===== config.mk =====
export PLATFORM = sky130hd
export DESIGN_NAME = i2c_master_bit_sequencer_core
export DESIGN_NICKNAME = d
export VERILOG_FILES = /design/src/sv/i2cmbs_pkg.sv /design/src/sv/i2c_master_bit_sequencer_core.sv /design/src/sv/i2cmbs_front.sv /design/src/sv/i2cmbs_seq.sv /design/src/sv/i2cmbs_outq.sv
export SDC_FILE = /design/constraint.sdc
export NUM_CORES = 1
export LEC_CHECK = 0
export BUFFER_PORTS_ARGS = -buffer_cell sky130_fd_sc_hd__buf_2
export CORE_AREA = 5 5 137 113
export DETAILED_ROUTE_END_ITERATION = 8
export DIE_AREA = 0 0 142 118
export PLACE_DENSITY = 0.73
export SYNTH_ARGS = -nofsm -noshare
export SYNTH_HDL_FRONTEND = slang
export SYNTH_HIERARCHICAL = 1
export SYNTH_SLANG_ARGS = --single-unit

===== constraint.sdc =====
create_clock -name clk -period 3.5 [get_ports clk]
set_input_delay 0.35 -clock clk [delete_from_list [all_inputs] [get_ports clk]]
set_output_delay 0.35 -clock clk [all_outputs]
set_load 0.01 [all_outputs]

===== src/sv/i2cmbs_pkg.sv =====
// Shared types and codes for the I2C master bit sequencer.
// Used by the front decoder, the sequencer, the result queue and the top level.
package i2cmbs_pkg;

  localparam int DELAY_W   = 16;
  localparam int BYTE_W    = 8;
  localparam int BITCNT_W  = 4;
  localparam int ACTION_W  = 3;

  localparam logic [DELAY_W-1:0] DELAY_RESET = 16'd250;

  // action codes as they arrive on the input channel
  localparam logic [ACTION_W-1:0] ACT_TICK  = 3'd0;
  localparam logic [ACTION_W-1:0] ACT_START = 3'd1;
  localparam logic [ACTION_W-1:0] ACT_STOP  = 3'd2;
  localparam logic [ACTION_W-1:0] ACT_WRITE = 3'd3;
  localparam logic [ACTION_W-1:0] ACT_ACK   = 3'd4;
  localparam logic [ACTION_W-1:0] ACT_READ  = 3'd5;

  // command class after decode; unused action codes become a plain tick
  typedef enum logic [2:0] {
    CMD_NONE,
    CMD_START,
    CMD_STOP,
    CMD_WRITE,
    CMD_ACK,
    CMD_READ
  } cmd_t;

  typedef struct packed {
    logic [ACTION_W-1:0] action;
    logic [BYTE_W-1:0]   data_byte;
    logic                send_ack;
    logic                sda_sample;
  } in_item_t;

  typedef struct packed {
    logic              scl_level;
    logic              sda_level;
    logic              sda_drive;
    logic              busy_res;
    logic              done_res;
    logic [BYTE_W-1:0] read_data;
    logic              nack_seen;
    logic              rejected;
  } out_item_t;

  // decoded word held in the queue between front and sequencer
  typedef struct packed {
    cmd_t              cmd;
    logic [BYTE_W-1:0] data_byte;
    logic              send_ack;
    logic              sda_sample;
  } q_item_t;

endpackage


===== src/sv/i2c_master_bit_sequencer_core.sv =====
// I2C master bit sequencer: generates SCL/SDA pin sequences for start, stop,
// write byte, ACK sampling and read byte, one word per system tick.
// Input channel: push/full with req (action, data_byte, send_ack, sda_sample);
//   a word is taken when push is high and full is low. Action 0 and the unused
//   codes are plain ticks; a command while a sequence runs is flagged rejected.
// Result channel: empty/pop with rsp; one result word per input word, in order.
// Configuration: cfg_valid/cfg_ready/cfg_data writes delay_ticks (reset 250);
//   cfg_ready is always high. Write it only while the block is idle.
// Path: a pushed word is registered in the decode queue, then goes through the
//   sequencer into the result queue, where it shows as empty low.
// Throughput: one word per cycle while the result queue is not full, set by the sequencer step.
// A stalled receiver fills the two-entry result queue, which halts the
// sequencer, then fills the two-entry input queue, which raises full.
// Reset (rst, synchronous) empties both queues, sets SCL and SDA high and
// driven, phase idle and delay_ticks to 250.
// Depends on i2cmbs_pkg, i2cmbs_front, i2cmbs_seq, i2cmbs_outq.
module i2c_master_bit_sequencer_core (
  input  logic                  clk,
  input  logic                  rst,
  input  logic                  push,
  output logic                  full,
  input  i2cmbs_pkg::in_item_t  req,
  output logic                  empty,
  input  logic                  pop,
  output i2cmbs_pkg::out_item_t rsp,
  input  logic                  cfg_valid,
  output logic                  cfg_ready,
  input  logic [15:0]           cfg_data
);
  import i2cmbs_pkg::*;

  logic      q_valid;
  logic      q_take;
  q_item_t   q_item;
  logic      res_full;
  logic      res_wr;
  out_item_t res;

  i2cmbs_front u_front (
    .clk     (clk),
    .rst     (rst),
    .push    (push),
    .full    (full),
    .req     (req),
    .q_valid (q_valid),
    .q_take  (q_take),
    .q_item  (q_item)
  );

  i2cmbs_seq u_seq (
    .clk       (clk),
    .rst       (rst),
    .cfg_valid (cfg_valid),
    .cfg_ready (cfg_ready),
    .cfg_data  (cfg_data),
    .q_valid   (q_valid),
    .q_take    (q_take),
    .q_item    (q_item),
    .res_full  (res_full),
    .res_wr    (res_wr),
    .res       (res)
  );

  i2cmbs_outq u_outq (
    .clk      (clk),
    .rst      (rst),
    .wr       (res_wr),
    .wr_item  (res),
    .res_full (res_full),
    .empty    (empty),
    .pop      (pop),
    .rsp      (rsp)
  );

`ifndef NO_ASSERTIONS
  // a finished sequence never reports itself still busy
  a_done_not_busy: assert property (@(posedge clk) disable iff (rst)
    res_wr && res.done_res |-> !res.busy_res)
    else $error("done and busy reported together");

  // an accepted word is waiting for the sequencer on the next cycle
  a_push_queued: assert property (@(posedge clk) disable iff (rst)
    push && !full |=> q_valid)
    else $error("accepted word lost in front queue");

  // a rejected command only occurs while a sequence keeps running or just ended
  a_reject_busy: assert property (@(posedge clk) disable iff (rst)
    res_wr && res.rejected |-> res.busy_res || res.done_res || q_item.cmd != CMD_NONE)
    else $error("rejection outside a running sequence");

  // reset empties both queues
  a_reset_empty: assert property (@(posedge clk)
    rst |=> empty && !q_valid)
    else $error("queues not empty after reset");
`endif

endmodule


===== src/sv/i2cmbs_front.sv =====
// Front end of the I2C master bit sequencer: decodes incoming words and holds
// them in a two-entry queue for the sequencer. Depends on i2cmbs_pkg.
module i2cmbs_front (
  input  logic                 clk,
  input  logic                 rst,
  input  logic                 push,
  output logic                 full,
  input  i2cmbs_pkg::in_item_t req,
  output logic                 q_valid,
  input  logic                 q_take,
  output i2cmbs_pkg::q_item_t  q_item
);
  import i2cmbs_pkg::*;

  q_item_t    slot [2];
  logic [1:0] count;
  logic       wr_ptr;
  logic       rd_ptr;
  logic       push_ok;
  logic       pop_ok;
  q_item_t    dec;

  always_comb begin
    case (req.action)
      ACT_START: dec.cmd = CMD_START;
      ACT_STOP:  dec.cmd = CMD_STOP;
      ACT_WRITE: dec.cmd = CMD_WRITE;
      ACT_ACK:   dec.cmd = CMD_ACK;
      ACT_READ:  dec.cmd = CMD_READ;
      default:   dec.cmd = CMD_NONE;
    endcase
    dec.data_byte  = req.data_byte;
    dec.send_ack   = req.send_ack;
    dec.sda_sample = req.sda_sample;
  end

  assign full    = (count == 2'd2);
  assign q_valid = (count != 2'd0);
  assign q_item  = slot[rd_ptr];
  assign push_ok = push & ~full;
  assign pop_ok  = q_take & q_valid;

  always_ff @(posedge clk) begin
    if (push_ok) begin
      slot[wr_ptr] <= dec;
    end
  end

  always_ff @(posedge clk) begin
    if (rst) begin
      count  <= 2'd0;
      wr_ptr <= 1'b0;
      rd_ptr <= 1'b0;
    end else begin
      if (push_ok) begin
        wr_ptr <= ~wr_ptr;
      end
      if (pop_ok) begin
        rd_ptr <= ~rd_ptr;
      end
      case ({push_ok, pop_ok})
        2'b10:   count <= count + 2'd1;
        2'b01:   count <= count - 2'd1;
        default: count <= count;
      endcase
    end
  end

endmodule


===== src/sv/i2cmbs_seq.sv =====
// Back end of the I2C master bit sequencer: runs the start, stop, write, ack and
// read pin sequences, one queued word per cycle unless the result queue is full. Depends on i2cmbs_pkg.
module i2cmbs_seq (
  input  logic                   clk,
  input  logic                   rst,
  input  logic                   cfg_valid,
  output logic                   cfg_ready,
  input  logic [15:0]            cfg_data,
  input  logic                   q_valid,
  output logic                   q_take,
  input  i2cmbs_pkg::q_item_t    q_item,
  input  logic                   res_full,
  output logic                   res_wr,
  output i2cmbs_pkg::out_item_t  res
);
  import i2cmbs_pkg::*;

  typedef enum logic [3:0] {
    PH_IDLE,
    PH_ST_A,
    PH_ST_B,
    PH_SP_A,
    PH_SP_B,
    PH_WR_HI,
    PH_WR_LO,
    PH_AK_A,
    PH_AK_B,
    PH_RD_HI,
    PH_RD_LO,
    PH_RD_ACK
  } phase_t;

  logic [DELAY_W-1:0]  delay_ticks;
  phase_t              phase, phase_next;
  logic [BITCNT_W-1:0] bit_count, bit_count_next;
  logic [BYTE_W-1:0]   shift_reg, shift_reg_next;
  logic [DELAY_W-1:0]  wait_count, wait_count_next;
  logic                scl, scl_next;
  logic                sda, sda_next;
  logic                sda_oe, sda_oe_next;
  logic                ack_choice, ack_choice_next;
  logic                nack, nack_next;
  logic                done;
  logic                rej;
  logic [DELAY_W-1:0]  arm_val;
  logic [BITCNT_W-1:0] bc_inc;
  logic [BYTE_W-1:0]   wr_shift;

  assign cfg_ready = 1'b1;
  assign q_take    = q_valid & ~res_full;
  assign res_wr    = q_take;

  // a zero delay counts as one tick
  assign arm_val  = (delay_ticks == '0) ? {{(DELAY_W-1){1'b0}}, 1'b1} : delay_ticks;
  assign bc_inc   = bit_count + {{(BITCNT_W-1){1'b0}}, 1'b1};
  assign wr_shift = shift_reg << bc_inc[2:0];

  always_comb begin
    phase_next      = phase;
    bit_count_next  = bit_count;
    shift_reg_next  = shift_reg;
    wait_count_next = wait_count;
    scl_next        = scl;
    sda_next        = sda;
    sda_oe_next     = sda_oe;
    ack_choice_next = ack_choice;
    nack_next       = nack;
    done            = 1'b0;
    rej             = 1'b0;
    if (phase != PH_IDLE) begin
      rej = (q_item.cmd != CMD_NONE);
      if (wait_count > {{(DELAY_W-1){1'b0}}, 1'b1}) begin
        wait_count_next = wait_count - {{(DELAY_W-1){1'b0}}, 1'b1};
      end else begin
        wait_count_next = '0;
        case (phase)
          PH_ST_A: begin
            sda_next = 1'b0; phase_next = PH_ST_B; wait_count_next = arm_val;
          end
          PH_ST_B: begin
            scl_next = 1'b0; phase_next = PH_IDLE; done = 1'b1;
          end
          PH_SP_A: begin
            sda_next = 1'b1; phase_next = PH_SP_B; wait_count_next = arm_val;
          end
          PH_SP_B: begin
            phase_next = PH_IDLE; done = 1'b1;
          end
          PH_WR_HI: begin
            scl_next = 1'b0; phase_next = PH_WR_LO; wait_count_next = arm_val;
          end
          PH_WR_LO: begin
            bit_count_next = bc_inc;
            if (bc_inc[BITCNT_W-1]) begin
              phase_next = PH_IDLE; done = 1'b1;
            end else begin
              sda_next = wr_shift[BYTE_W-1]; scl_next = 1'b1;
              phase_next = PH_WR_HI; wait_count_next = arm_val;
            end
          end
          PH_AK_A: begin
            scl_next = 1'b1; phase_next = PH_AK_B; wait_count_next = arm_val;
          end
          PH_AK_B: begin
            nack_next = q_item.sda_sample;
            scl_next = 1'b0; sda_oe_next = 1'b1; sda_next = 1'b1;
            phase_next = PH_IDLE; done = 1'b1;
          end
          PH_RD_HI: begin
            shift_reg_next = {shift_reg[BYTE_W-2:0], q_item.sda_sample};
            scl_next = 1'b0; phase_next = PH_RD_LO; wait_count_next = arm_val;
          end
          PH_RD_LO: begin
            bit_count_next = bc_inc;
            scl_next = 1'b1; wait_count_next = arm_val;
            if (bc_inc[BITCNT_W-1]) begin
              // byte complete: drive the answer bit
              sda_oe_next = 1'b1; sda_next = ~ack_choice; phase_next = PH_RD_ACK;
            end else begin
              phase_next = PH_RD_HI;
            end
          end
          PH_RD_ACK: begin
            scl_next = 1'b0; phase_next = PH_IDLE; done = 1'b1;
          end
          default: begin
            phase_next = PH_IDLE;
          end
        endcase
      end
    end else begin
      case (q_item.cmd)
        CMD_START: begin
          sda_oe_next = 1'b1; sda_next = 1'b1; scl_next = 1'b1;
          phase_next = PH_ST_A; wait_count_next = arm_val;
        end
        CMD_STOP: begin
          sda_oe_next = 1'b1; sda_next = 1'b0; scl_next = 1'b1;
          phase_next = PH_SP_A; wait_count_next = arm_val;
        end
        CMD_WRITE: begin
          shift_reg_next = q_item.data_byte; bit_count_next = '0; sda_oe_next = 1'b1;
          sda_next = q_item.data_byte[BYTE_W-1]; scl_next = 1'b1;
          phase_next = PH_WR_HI; wait_count_next = arm_val;
        end
        CMD_ACK: begin
          sda_oe_next = 1'b0; phase_next = PH_AK_A; wait_count_next = arm_val;
        end
        CMD_READ: begin
          ack_choice_next = q_item.send_ack; shift_reg_next = '0; bit_count_next = '0;
          sda_oe_next = 1'b0; scl_next = 1'b1;
          phase_next = PH_RD_HI; wait_count_next = arm_val;
        end
        default: begin
          phase_next = PH_IDLE;
        end
      endcase
    end
  end

  always_comb begin
    res.scl_level = scl_next;
    res.sda_level = sda_next;
    res.sda_drive = sda_oe_next;
    res.busy_res  = (phase_next != PH_IDLE);
    res.done_res  = done;
    res.read_data = shift_reg_next;
    res.nack_seen = nack_next;
    res.rejected  = rej;
  end

  always_ff @(posedge clk) begin
    if (rst) begin
      delay_ticks <= DELAY_RESET;
      phase       <= PH_IDLE;
      bit_count   <= '0;
      shift_reg   <= '0;
      wait_count  <= '0;
      scl         <= 1'b1;
      sda         <= 1'b1;
      sda_oe      <= 1'b1;
      ack_choice  <= 1'b0;
      nack        <= 1'b0;
    end else begin
      if (cfg_valid) begin
        delay_ticks <= cfg_data;
      end
      if (q_take) begin
        phase      <= phase_next;
        bit_count  <= bit_count_next;
        shift_reg  <= shift_reg_next;
        wait_count <= wait_count_next;
        scl        <= scl_next;
        sda        <= sda_next;
        sda_oe     <= sda_oe_next;
        ack_choice <= ack_choice_next;
        nack       <= nack_next;
      end
    end
  end

endmodule


===== src/sv/i2cmbs_outq.sv =====
// Result queue of the I2C master bit sequencer: two-entry buffer between the
// sequencer and the receiver. Depends on i2cmbs_pkg.
module i2cmbs_outq (
  input  logic                  clk,
  input  logic                  rst,
  input  logic                  wr,
  input  i2cmbs_pkg::out_item_t wr_item,
  output logic                  res_full,
  output logic                  empty,
  input  logic                  pop,
  output i2cmbs_pkg::out_item_t rsp
);
  import i2cmbs_pkg::*;

  out_item_t  slot [2];
  logic [1:0] count;
  logic       wr_ptr;
  logic       rd_ptr;
  logic       pop_ok;

  assign res_full = (count == 2'd2);
  assign empty    = (count == 2'd0);
  assign rsp      = slot[rd_ptr];
  assign pop_ok   = pop & ~empty;

  always_ff @(posedge clk) begin
    if (wr) begin
      slot[wr_ptr] <= wr_item;
    end
  end

  always_ff @(posedge clk) begin
    if (rst) begin
      count  <= 2'd0;
      wr_ptr <= 1'b0;
      rd_ptr <= 1'b0;
    end else begin
      if (wr) begin
        wr_ptr <= ~wr_ptr;
      end
      if (pop_ok) begin
        rd_ptr <= ~rd_ptr;
      end
      case ({wr, pop_ok})
        2'b10:   count <= count + 2'd1;
        2'b01:   count <= count - 2'd1;
        default: count <= count;
      endcase
    end
  end

endmodule


* Yosys cells after proc, flatten, opt, wreduce, memory -nomap -nowiden
Memory sizes are Yosys's and may differ from the RTL's. A register that Yosys moved wholly into a read port is not among the register bits. Index checks and enable logic that the tools add are counted.
Word-level totals: flip-flop bits (word level) 61, RAM bits 56, input port bits 34, output and inout port bits 18, word-level logic and storage cells 147, memories kept 2
Cells by class: add/sub/neg operators 6, $lt $le $gt $ge 1, equality and inequality tests 29, shifts and indexed selects 1, muxes and demuxes 55, bitwise operators 13, reduce and logical (&&, ||, !) cells 24
Memories:
- u_outq.slot | depth 2, bits a word 15, read ports 1, clocked after Yosys merged registers in 1, wr ports 1, RTL line i2cmbs_outq.sv:15 | out_item_t slot [2];
- u_front.slot | depth 2, bits a word 13, read ports 1, clocked after Yosys merged registers in 1, wr ports 1, RTL line i2cmbs_front.sv:15 | q_item_t slot [2];
Operators with widths (count):
- $mux 16 | 5
- $pmux 16 s2 | 1
- $pmux 4 s7 | 1
- $mux 1 | 26
- $mux 4 | 6
- $mux 8 | 3
- $pmux 4 s5 | 1
- $eq 4x3->1 const B | 4
- $eq 4x4->1 const B | 4
- $gt 16x1->1 const B | 1
- $logic_not 16->1 | 1
- $pmux 8 s2 | 1
- $sub 16x1->16 const B | 1
- $pmux 3 s5 | 1
- $eq 3x2->1 const B | 4
- $eq 3x3->1 const B | 4
- $reduce_bool 2->1 | 5
- $reduce_or 2->1 | 5
- $reduce_or 5->1 | 2
- $not 1->1 | 9
- $eq 2x2->1 const B | 4
- $eq 4x2->1 const B | 2
- $pmux 2 s2 | 2
- $reduce_bool 4->1 | 2
- 22 further kinds | 34

* Depth between registers and ports, before layout
Gate-level depths: netlist of run 1.
depth in word-level cells 6, mapped depth 11, mapped depth without buffers 8

* Hierarchy
Netlist of run 1, hierarchy kept.
Modules (own cells, without submodules):
- i2cmbs_seq | times used 1, cells an instance 486, area each 3676.0 µm², seq. area each 1061.0 µm²
- i2cmbs_outq | times used 1, cells an instance 70, area each 1292.5 µm², seq. area each 1001.0 µm²
- i2cmbs_front | times used 1, cells an instance 73, area each 1207.4 µm², seq. area each 880.8 µm²

* Worst setup path after synthesis of run 1
No wires, ideal clock.
path kind register to register, from register (tool-made name), to memory u_outq/slot[0][11] in the netlist's numbering (data pin), setup time 0.278 ns, data arrival time 2.496 ns, required time 3.222 ns, slack 0.726 ns, stages on the path, launching flop included 9, buffers on the path 3, period minus slack after synthesis 2.774 ns, cells stage by stage dfxtp_1 buf_2 mux2_2 clkbuf_1 nor2b_1 clkbuf_1 a21bo_2 a221o_1 or4_1
RTL lines (RTL line):
- to (decl) | i2cmbs_outq.sv:15

==> impl_metrics.toml, run 1 <==
[synthesis]
synth_top_family_by_area = "compound AO/OA/AOI/OAI gates"
synth_top_area_share_pct = 27.2
synth_xor_area_share_pct = 2.69
yosysWarnings = 6
synth_async_sr_flop_share_pct = 0
syn_area_per_cell_um2 = 9.82
synthesis.area_um2 = 6180
yosys.area_share.simple_pct = 16.1
synth_fa_ha_area_share_pct = 1.82
synth-edff-count = 56
ys_ff_latch = 119
synthCells = 629
yosysSeqAreaShare_pct = 47.6
synthDistinctLibCells = 66
ys.flop_type = "dfxtp_1"
synth_mux_area_share_pct = 9.42
synth_fp_nets = 672
synth-compound-area-share_pct = 17.3
synth.area.top_cells = "edfxtp_1 27%, dfxtp_1 20%, mux2_2 5.3%"
yosysTopAreaCell = "edfxtp_1"

[routing]
drt_iter0_drc = 579
final_antenna_net_count = 0
drt-wirelength-per-cell_um = 17.4
vias = 5056
drc = 0
post_drt_via_cell_ratio = 5.89
dr.pass1.iters = 5
wl_mm = 14.9

[cts]
cts-buffers-inserted = 17
clk_latency_ps = 410
h-tree-depth = 4
cts_tree = "built"
clock-sinks = 119
cts.repair.resized = 0
hold_buffers = 0
clock_path_buffers = 2
post_cts_buffers = 0
path_clk_slew_ps = 50
clk_root_buffer_cell = "clkbuf_16"

[global_routing]
grt_max_degree = 42
grt_usage_pct = 18.2
grt_overflow = 0
grt_pass1_vias = 4907
antenna_found_initial = 0
grt_pass1_wl_mm = 24.8

[worst_hold_path]
hold_depth = 1
min_to = "u_front/slot[0][4]"
hold_start = "req[4]"
holdCritPathClass = "input pin to flip-flop"

[finish]
largestRegisters = "u_outq/slot (30), u_front/slot (26)"
syn_to_final_growth_pct = 15.7
regMostFlops = "u_outq/slot"
final_cells = 858
drive_gt1_share_pct = 20.5
nets = 704
fin_area_um2 = 7140
antenna_cells = 0
final_util_pct = 51.2
largest_register_ffs = 30

[pwr]
swShare_pct = 39.4
intPower_w = 0.00425
ir_worst_vdd_mv = 0.494
cellPowerDensity_nw_per_um2 = 983
pwr-share-comb_pct = 43.4
p_leak_nw = 2.68
p_seq_share_pct = 31.6
power_w = 0.00702
power_switching_w = 0.00277
p_clk_share_pct = 25.0

[worst_setup_path]
cp_top_family = "simple AND/OR/NAND/NOR gates"
arrival_ps = 3090
reg2reg_depth = 8
reg2reg_from = "u_seq/wait_count[0]"
start_kind = "flip-flop"
required_ps = 3630
critPathBufInv = 1
crit_fanout = 8
crit_path_end_kind = "flip-flop"
worstSetupPathType = "flip-flop to flip-flop"
cpMaxStageDelayCell = "or4_1"
rr_endpoint = "u_outq/slot[0][11]"
crit_path_cell_trace = "inv_1 -> ha_1 -> o21bai_1 -> or3_1 -> or3_1 -> o21a_1 -> a221o_1 -> or4_1"
r2r_slack_ps = 540
critPathMaxStageDelay_ps = 530
crit_top_cell = "or3_1"
setup.worst_path.start = "u_seq/wait_count[0]"

[placement]
dp.cells = 826
gp_congestion = 0.934
dpl.hpwl_mm = 10.1
place_area_um2 = 6540
port_buffers = 50

[timing]
slew_viol_final = 0
fin_crit_ps = 2960
fmax_mhz = 338
relSlewSlack_pct = 47.3
setup-tns-final_ps = 0
tightest_slew_ps = 785
rsz0062_at_grt = "false"
setup_viol = 0
period_share_pct = 84.5
finalClockSkew_ps = 8.65
finalHoldViolCount = 0

[die]
start_util_pct = 44.3
core_um2 = 14000
dieArea_um2 = 16800
rows = 39
die_y_um = 118
die_w_um = 142
num_io_pins = 52

[status]
status = "completed"

[flow_run]
max-cap-violations = 0
[power groups by stage]
stage / Combinational [W] / Clock (W) / Sequential (W)
CTS: 0.00300 / 0.00178 / 0.00221
detailed placement: 0.00297 / 0 / 0.00223
global route: 0.00334 / 0.00186 / 0.00226
global placement: 0.00289 / 0 / 0.00220
finish: 0.00304 / 0.00176 / 0.00222
floorplan: 0.00230 / 0 / 0.00210
[worst reg2reg max path, stage by stage (launching register included)]
cell      delay (ps)
dfxtp_1          340
inv_1            100
ha_1             230
o21bai_1         100
or3_1            410
or3_1            480
o21a_1           240
a221o_1          270
or4_1            530
[placed cells by master (no fill, tap or decap), types with 12 or more instances in the layout]
| master | count |
|---|---|
| a21oi_1 | 26 |
| a221oi_1 | 15 |
| buf_2 | 50 |
| buf_4 | 18 |
| clkbuf_16 | 17 |
| dfxtp_1 | 63 |
| edfxtp_1 | 56 |
| inv_1 | 12 |
| mux2_2 | 29 |
| mux2i_1 | 21 |
| nand2_1 | 35 |
| nand3_1 | 20 |
| nor2_1 | 77 |
| nor3_1 | 19 |
| o21ai_0 | 43 |
[metal layers]
metal	vias up	GRT usage, %	share of wire [%]
li1	2413	-	-
met1	2371	26.0	46
met2	254	25.7	44
met3	18	5.44	8.6
met4	0	7.49	1.2
met5	-	0	0
[cell type report]
cell class / count / area, um^2
Timing Repair Buffer: 68 / 385
Fill cell: 1252 / 6810
Tap cell: 184 / 230
Inverter: 14 / 52.6
Clock buffer: 23 / 478
Multi-Input combinational cell: 441 / 2930
Clock inverter: 9 / 124
Sequential cell: 119 / 2940
[cell usage after synthesis (all sizes together), types with 6 or more instances]
cell     number
a2111oi      10
a211oi       11
a21oi        26
a221oi       15
a22o          7
buf          20
clkbuf       35
dfxtp        63
edfxtp       56
ha            9
inv          14
mux2         29
mux2i        21
nand2        35
nand3        20
nor2         77
nor2b         6
nor3         19
nor4         10
o21a          6
o21ai        46
o41ai         7
or3           7
xnor2        11
xor2          8
[logic make-up (layout without fill, tap and decap cells)]
logic type                 after synthesis  after routing
and+or+nand+nor                        203            203
AOI/OAI and AO/OA                      157            157
DFF                                    119            119
buffers and inverters                   69            114
muxes                                   52             52
xor gates and xnor gates                19             19
adders and majority gates                9              9
other                                    1              1
[through the flow]
stage,hold slack [ps],worst slack (ps)
floorplan,419,726
global placement,470,668
detailed placement,476,548
CTS,113,538
global route,109,400
finish,130,543
[worst max path at each step]
stage	end	slack, ps	cells after the start
finish	u_outq/slot[0][11]	540	8
global route	u_outq/slot[0][11]	400	8
CTS	u_outq/slot[0][11]	540	8
detailed placement	u_outq/slot[0][11]	550	8
global placement	u_outq/slot[0][11]	670	8
floorplan	u_outq/slot[0][11]	730	8
No activity file was read; power rests on OpenSTA's default activity.
==> run 2, diff against run 1 <==
--- a/config.mk
+++ b/config.mk
@@ -9,7 +9,7 @@
 export CORE_AREA = 5 5 137 113
 export DETAILED_ROUTE_END_ITERATION = 8
 export DIE_AREA = 0 0 142 118
-export PLACE_DENSITY = 0.73
+export PLACE_DENSITY = 0.76
 export SYNTH_ARGS = -nofsm -noshare
 export SYNTH_HDL_FRONTEND = slang
 export SYNTH_HIERARCHICAL = 1
==> constraint.sdc (replaced) <==
create_clock -name clk -period 2.44 [get_ports clk]
set_input_delay 0.244 -clock clk [delete_from_list [all_inputs] [get_ports clk]]
set_output_delay 0.244 -clock clk [all_outputs]
set_load 0.01 [all_outputs]
==> impl_metrics.toml, run 2 (synthesis results as in run 1) <==
[finish]
final_common_cell = "buf_4"
nets = 770
regMostFlops = "u_outq/slot"
syn_to_final_growth_pct = 26.4
n_fill_cell = 1184
largest_register_ffs = 30
layout.area.seq_um2 = 2950
fin_area_um2 = 7810
multiInputGateArea_um2 = 3050
antenna_cells = 0
largestRegisters = "u_outq/slot (30), u_front/slot (26)"
final_cell_mix = "76 x buf_4, 75 x nor2_1, 58 x dfxtp_1, 56 x edfxtp_1, 50 x buf_2"
drive_gt1_share_pct = 30.9
final_util_pct = 55.9

[cts]
cts-buffers-inserted = 17
clk_latency_ps = 420
clock_path_buffers = 2
clk_root_buffer_cell = "clkbuf_16"
h-tree-depth = 4
cts_tree = "built"
path_clk_slew_ps = 50
clock-sinks = 119

[timing]
fin_crit_ps = 2560
setup-tns-final_ps = -246
setup_viol = 2
setup_ws_ps = -123
slew_viol_final = 0
tightest_slew_ps = 601
period_share_pct = 105
relSlewSlack_pct = 59.9
fmax_mhz = 390
finalClockSkew_ps = 9.94
rsz0062_at_grt = "true"
hold_ws_ps = 17.3
finalHoldViolCount = 0

[status]
status = "finished, violations left"
violations = "negative setup slack"

[routing]
wl_mm = 17.1
vias = 5548
drt-wirelength-per-cell_um = 18.5
drt_iter0_drc = 734
drc = 0
final_antenna_net_count = 0
post_drt_via_cell_ratio = 6.00
dr.pass1.iters = 6

[worst_setup_path]
setup.worst_path.start = "u_seq/wait_count[1]"
reg2reg_depth = 8
arrival_ps = 2720
reg2reg_from = "u_seq/wait_count[1]"
crit_path_end_kind = "flip-flop"
critPathCapture = "u_outq/slot[1][11]"
crit_fanout = 3
start_kind = "flip-flop"
rr_endpoint = "u_outq/slot[1][11]"
required_ps = 2590
r2r_slack_ps = -120
worstSetupPathType = "flip-flop to flip-flop"

[die]
start_util_pct = 44.3
rows = 39
die_y_um = 118
die_w_um = 142
core_um2 = 14000
dieArea_um2 = 16800
num_io_pins = 52

[placement]
place_ws_ps = -153
dpl.hpwl_mm = 11.4
gp_congestion = 0.914
place_area_um2 = 6930
port_buffers = 50

[flow_run]
max-cap-violations = 0

[pwr]
p_leak_nw = 3.03
ir_worst_vdd_mv = 0.823
cellPowerDensity_nw_per_um2 = 1410

[global_routing]
grt_usage_pct = 19.8
antenna_found_initial = 0
grt_overflow = 0
grt_pass1_vias = 5173
grt_pass1_wl_mm = 26.4
grt_max_degree = 42

[worst_hold_path]
holdCritPathClass = "input pin to flip-flop"
## run 2: cell count changes in the layout (fill, tap and decap cells not counted), moves of 3 or more
cell,before,now
dfxtp_1,63,58
a211oi_2,0,3
a2111oi_0,10,7
dfxtp_2,0,4
buf_4,18,76
a211oi_1,11,8
## run 2: final cells by class
type,instances,area share (%)
clock buffer,23,5.99
clock inverter,9,1.31
inverter,14,0.737
multi-input combinational,441,39.1
sequential,119,37.8
tap,184,2.95
timing repair buffer,134,12.1
## run 2: worst min-delay path by stage
stage | startpoint | end | slack, ps | cells past startpoint
finish | req[6] | u_front/slot[1][6] | 20 | 1
global route | req[3] | u_front/slot[0][3] | 3 | 1
CTS | req[6] | u_front/slot[1][6] | 2 | 1
detailed placement | req[9] | u_front/slot[1][9] | 440 | 1
global placement | req[4] | u_front/slot[1][4] | 430 | 1
floorplan | rst | u_front/count[1] | 310 | 1
## run 2: timing repair
item,4_1_cts,5_1_grt
resized for setup,13,26
buffers inserted,4,11
endpoints found under the setup margin,9,26
pin swaps,5,11
hold buffers,2,0
hold endpoints to repair,4,0
gates cloned,0,1
## run 2: worst max-delay path, stage by stage, from the launching register on
cell and delay [ps]:
dfxtp_2 330, inv_4 80, ha_4 140, o21bai_4 70, or3_4 330, or3_4 340
o21a_1 180, a221o_1 290, or4_4 530
## run 2: metal layers
metal	share of wire [%]	vias to the layer above	GRT usage [%]	wire, um
met1	43	2679	27.7	7320
met3	9.0	36	4.75	1540
met5	0	-	0	0
met4	1.9	0	7.25	320
met2	46	286	29.7	7940
li1	-	2547	-	-
## run 2: power by group
part	leakage [nW]	total [W]	internal, W	switching (W)
Clock	0.275	0.00241	0.00155	0.000869
Sequential	1.04	0.00313	0.00275	0.000381
Combinational	1.72	0.00549	0.00236	0.00313
## run 2: metrics by stage
step | std cells | power, W
2_1_floorplan | 629 | 0.00635
3_3_place_gp | 874 | 0.00794
3_5_place_dp | 874 | 0.00812
4_1_cts | 912 | 0.0107
5_1_grt | 924 | 0.0116
6_report | 924 | 0.0110
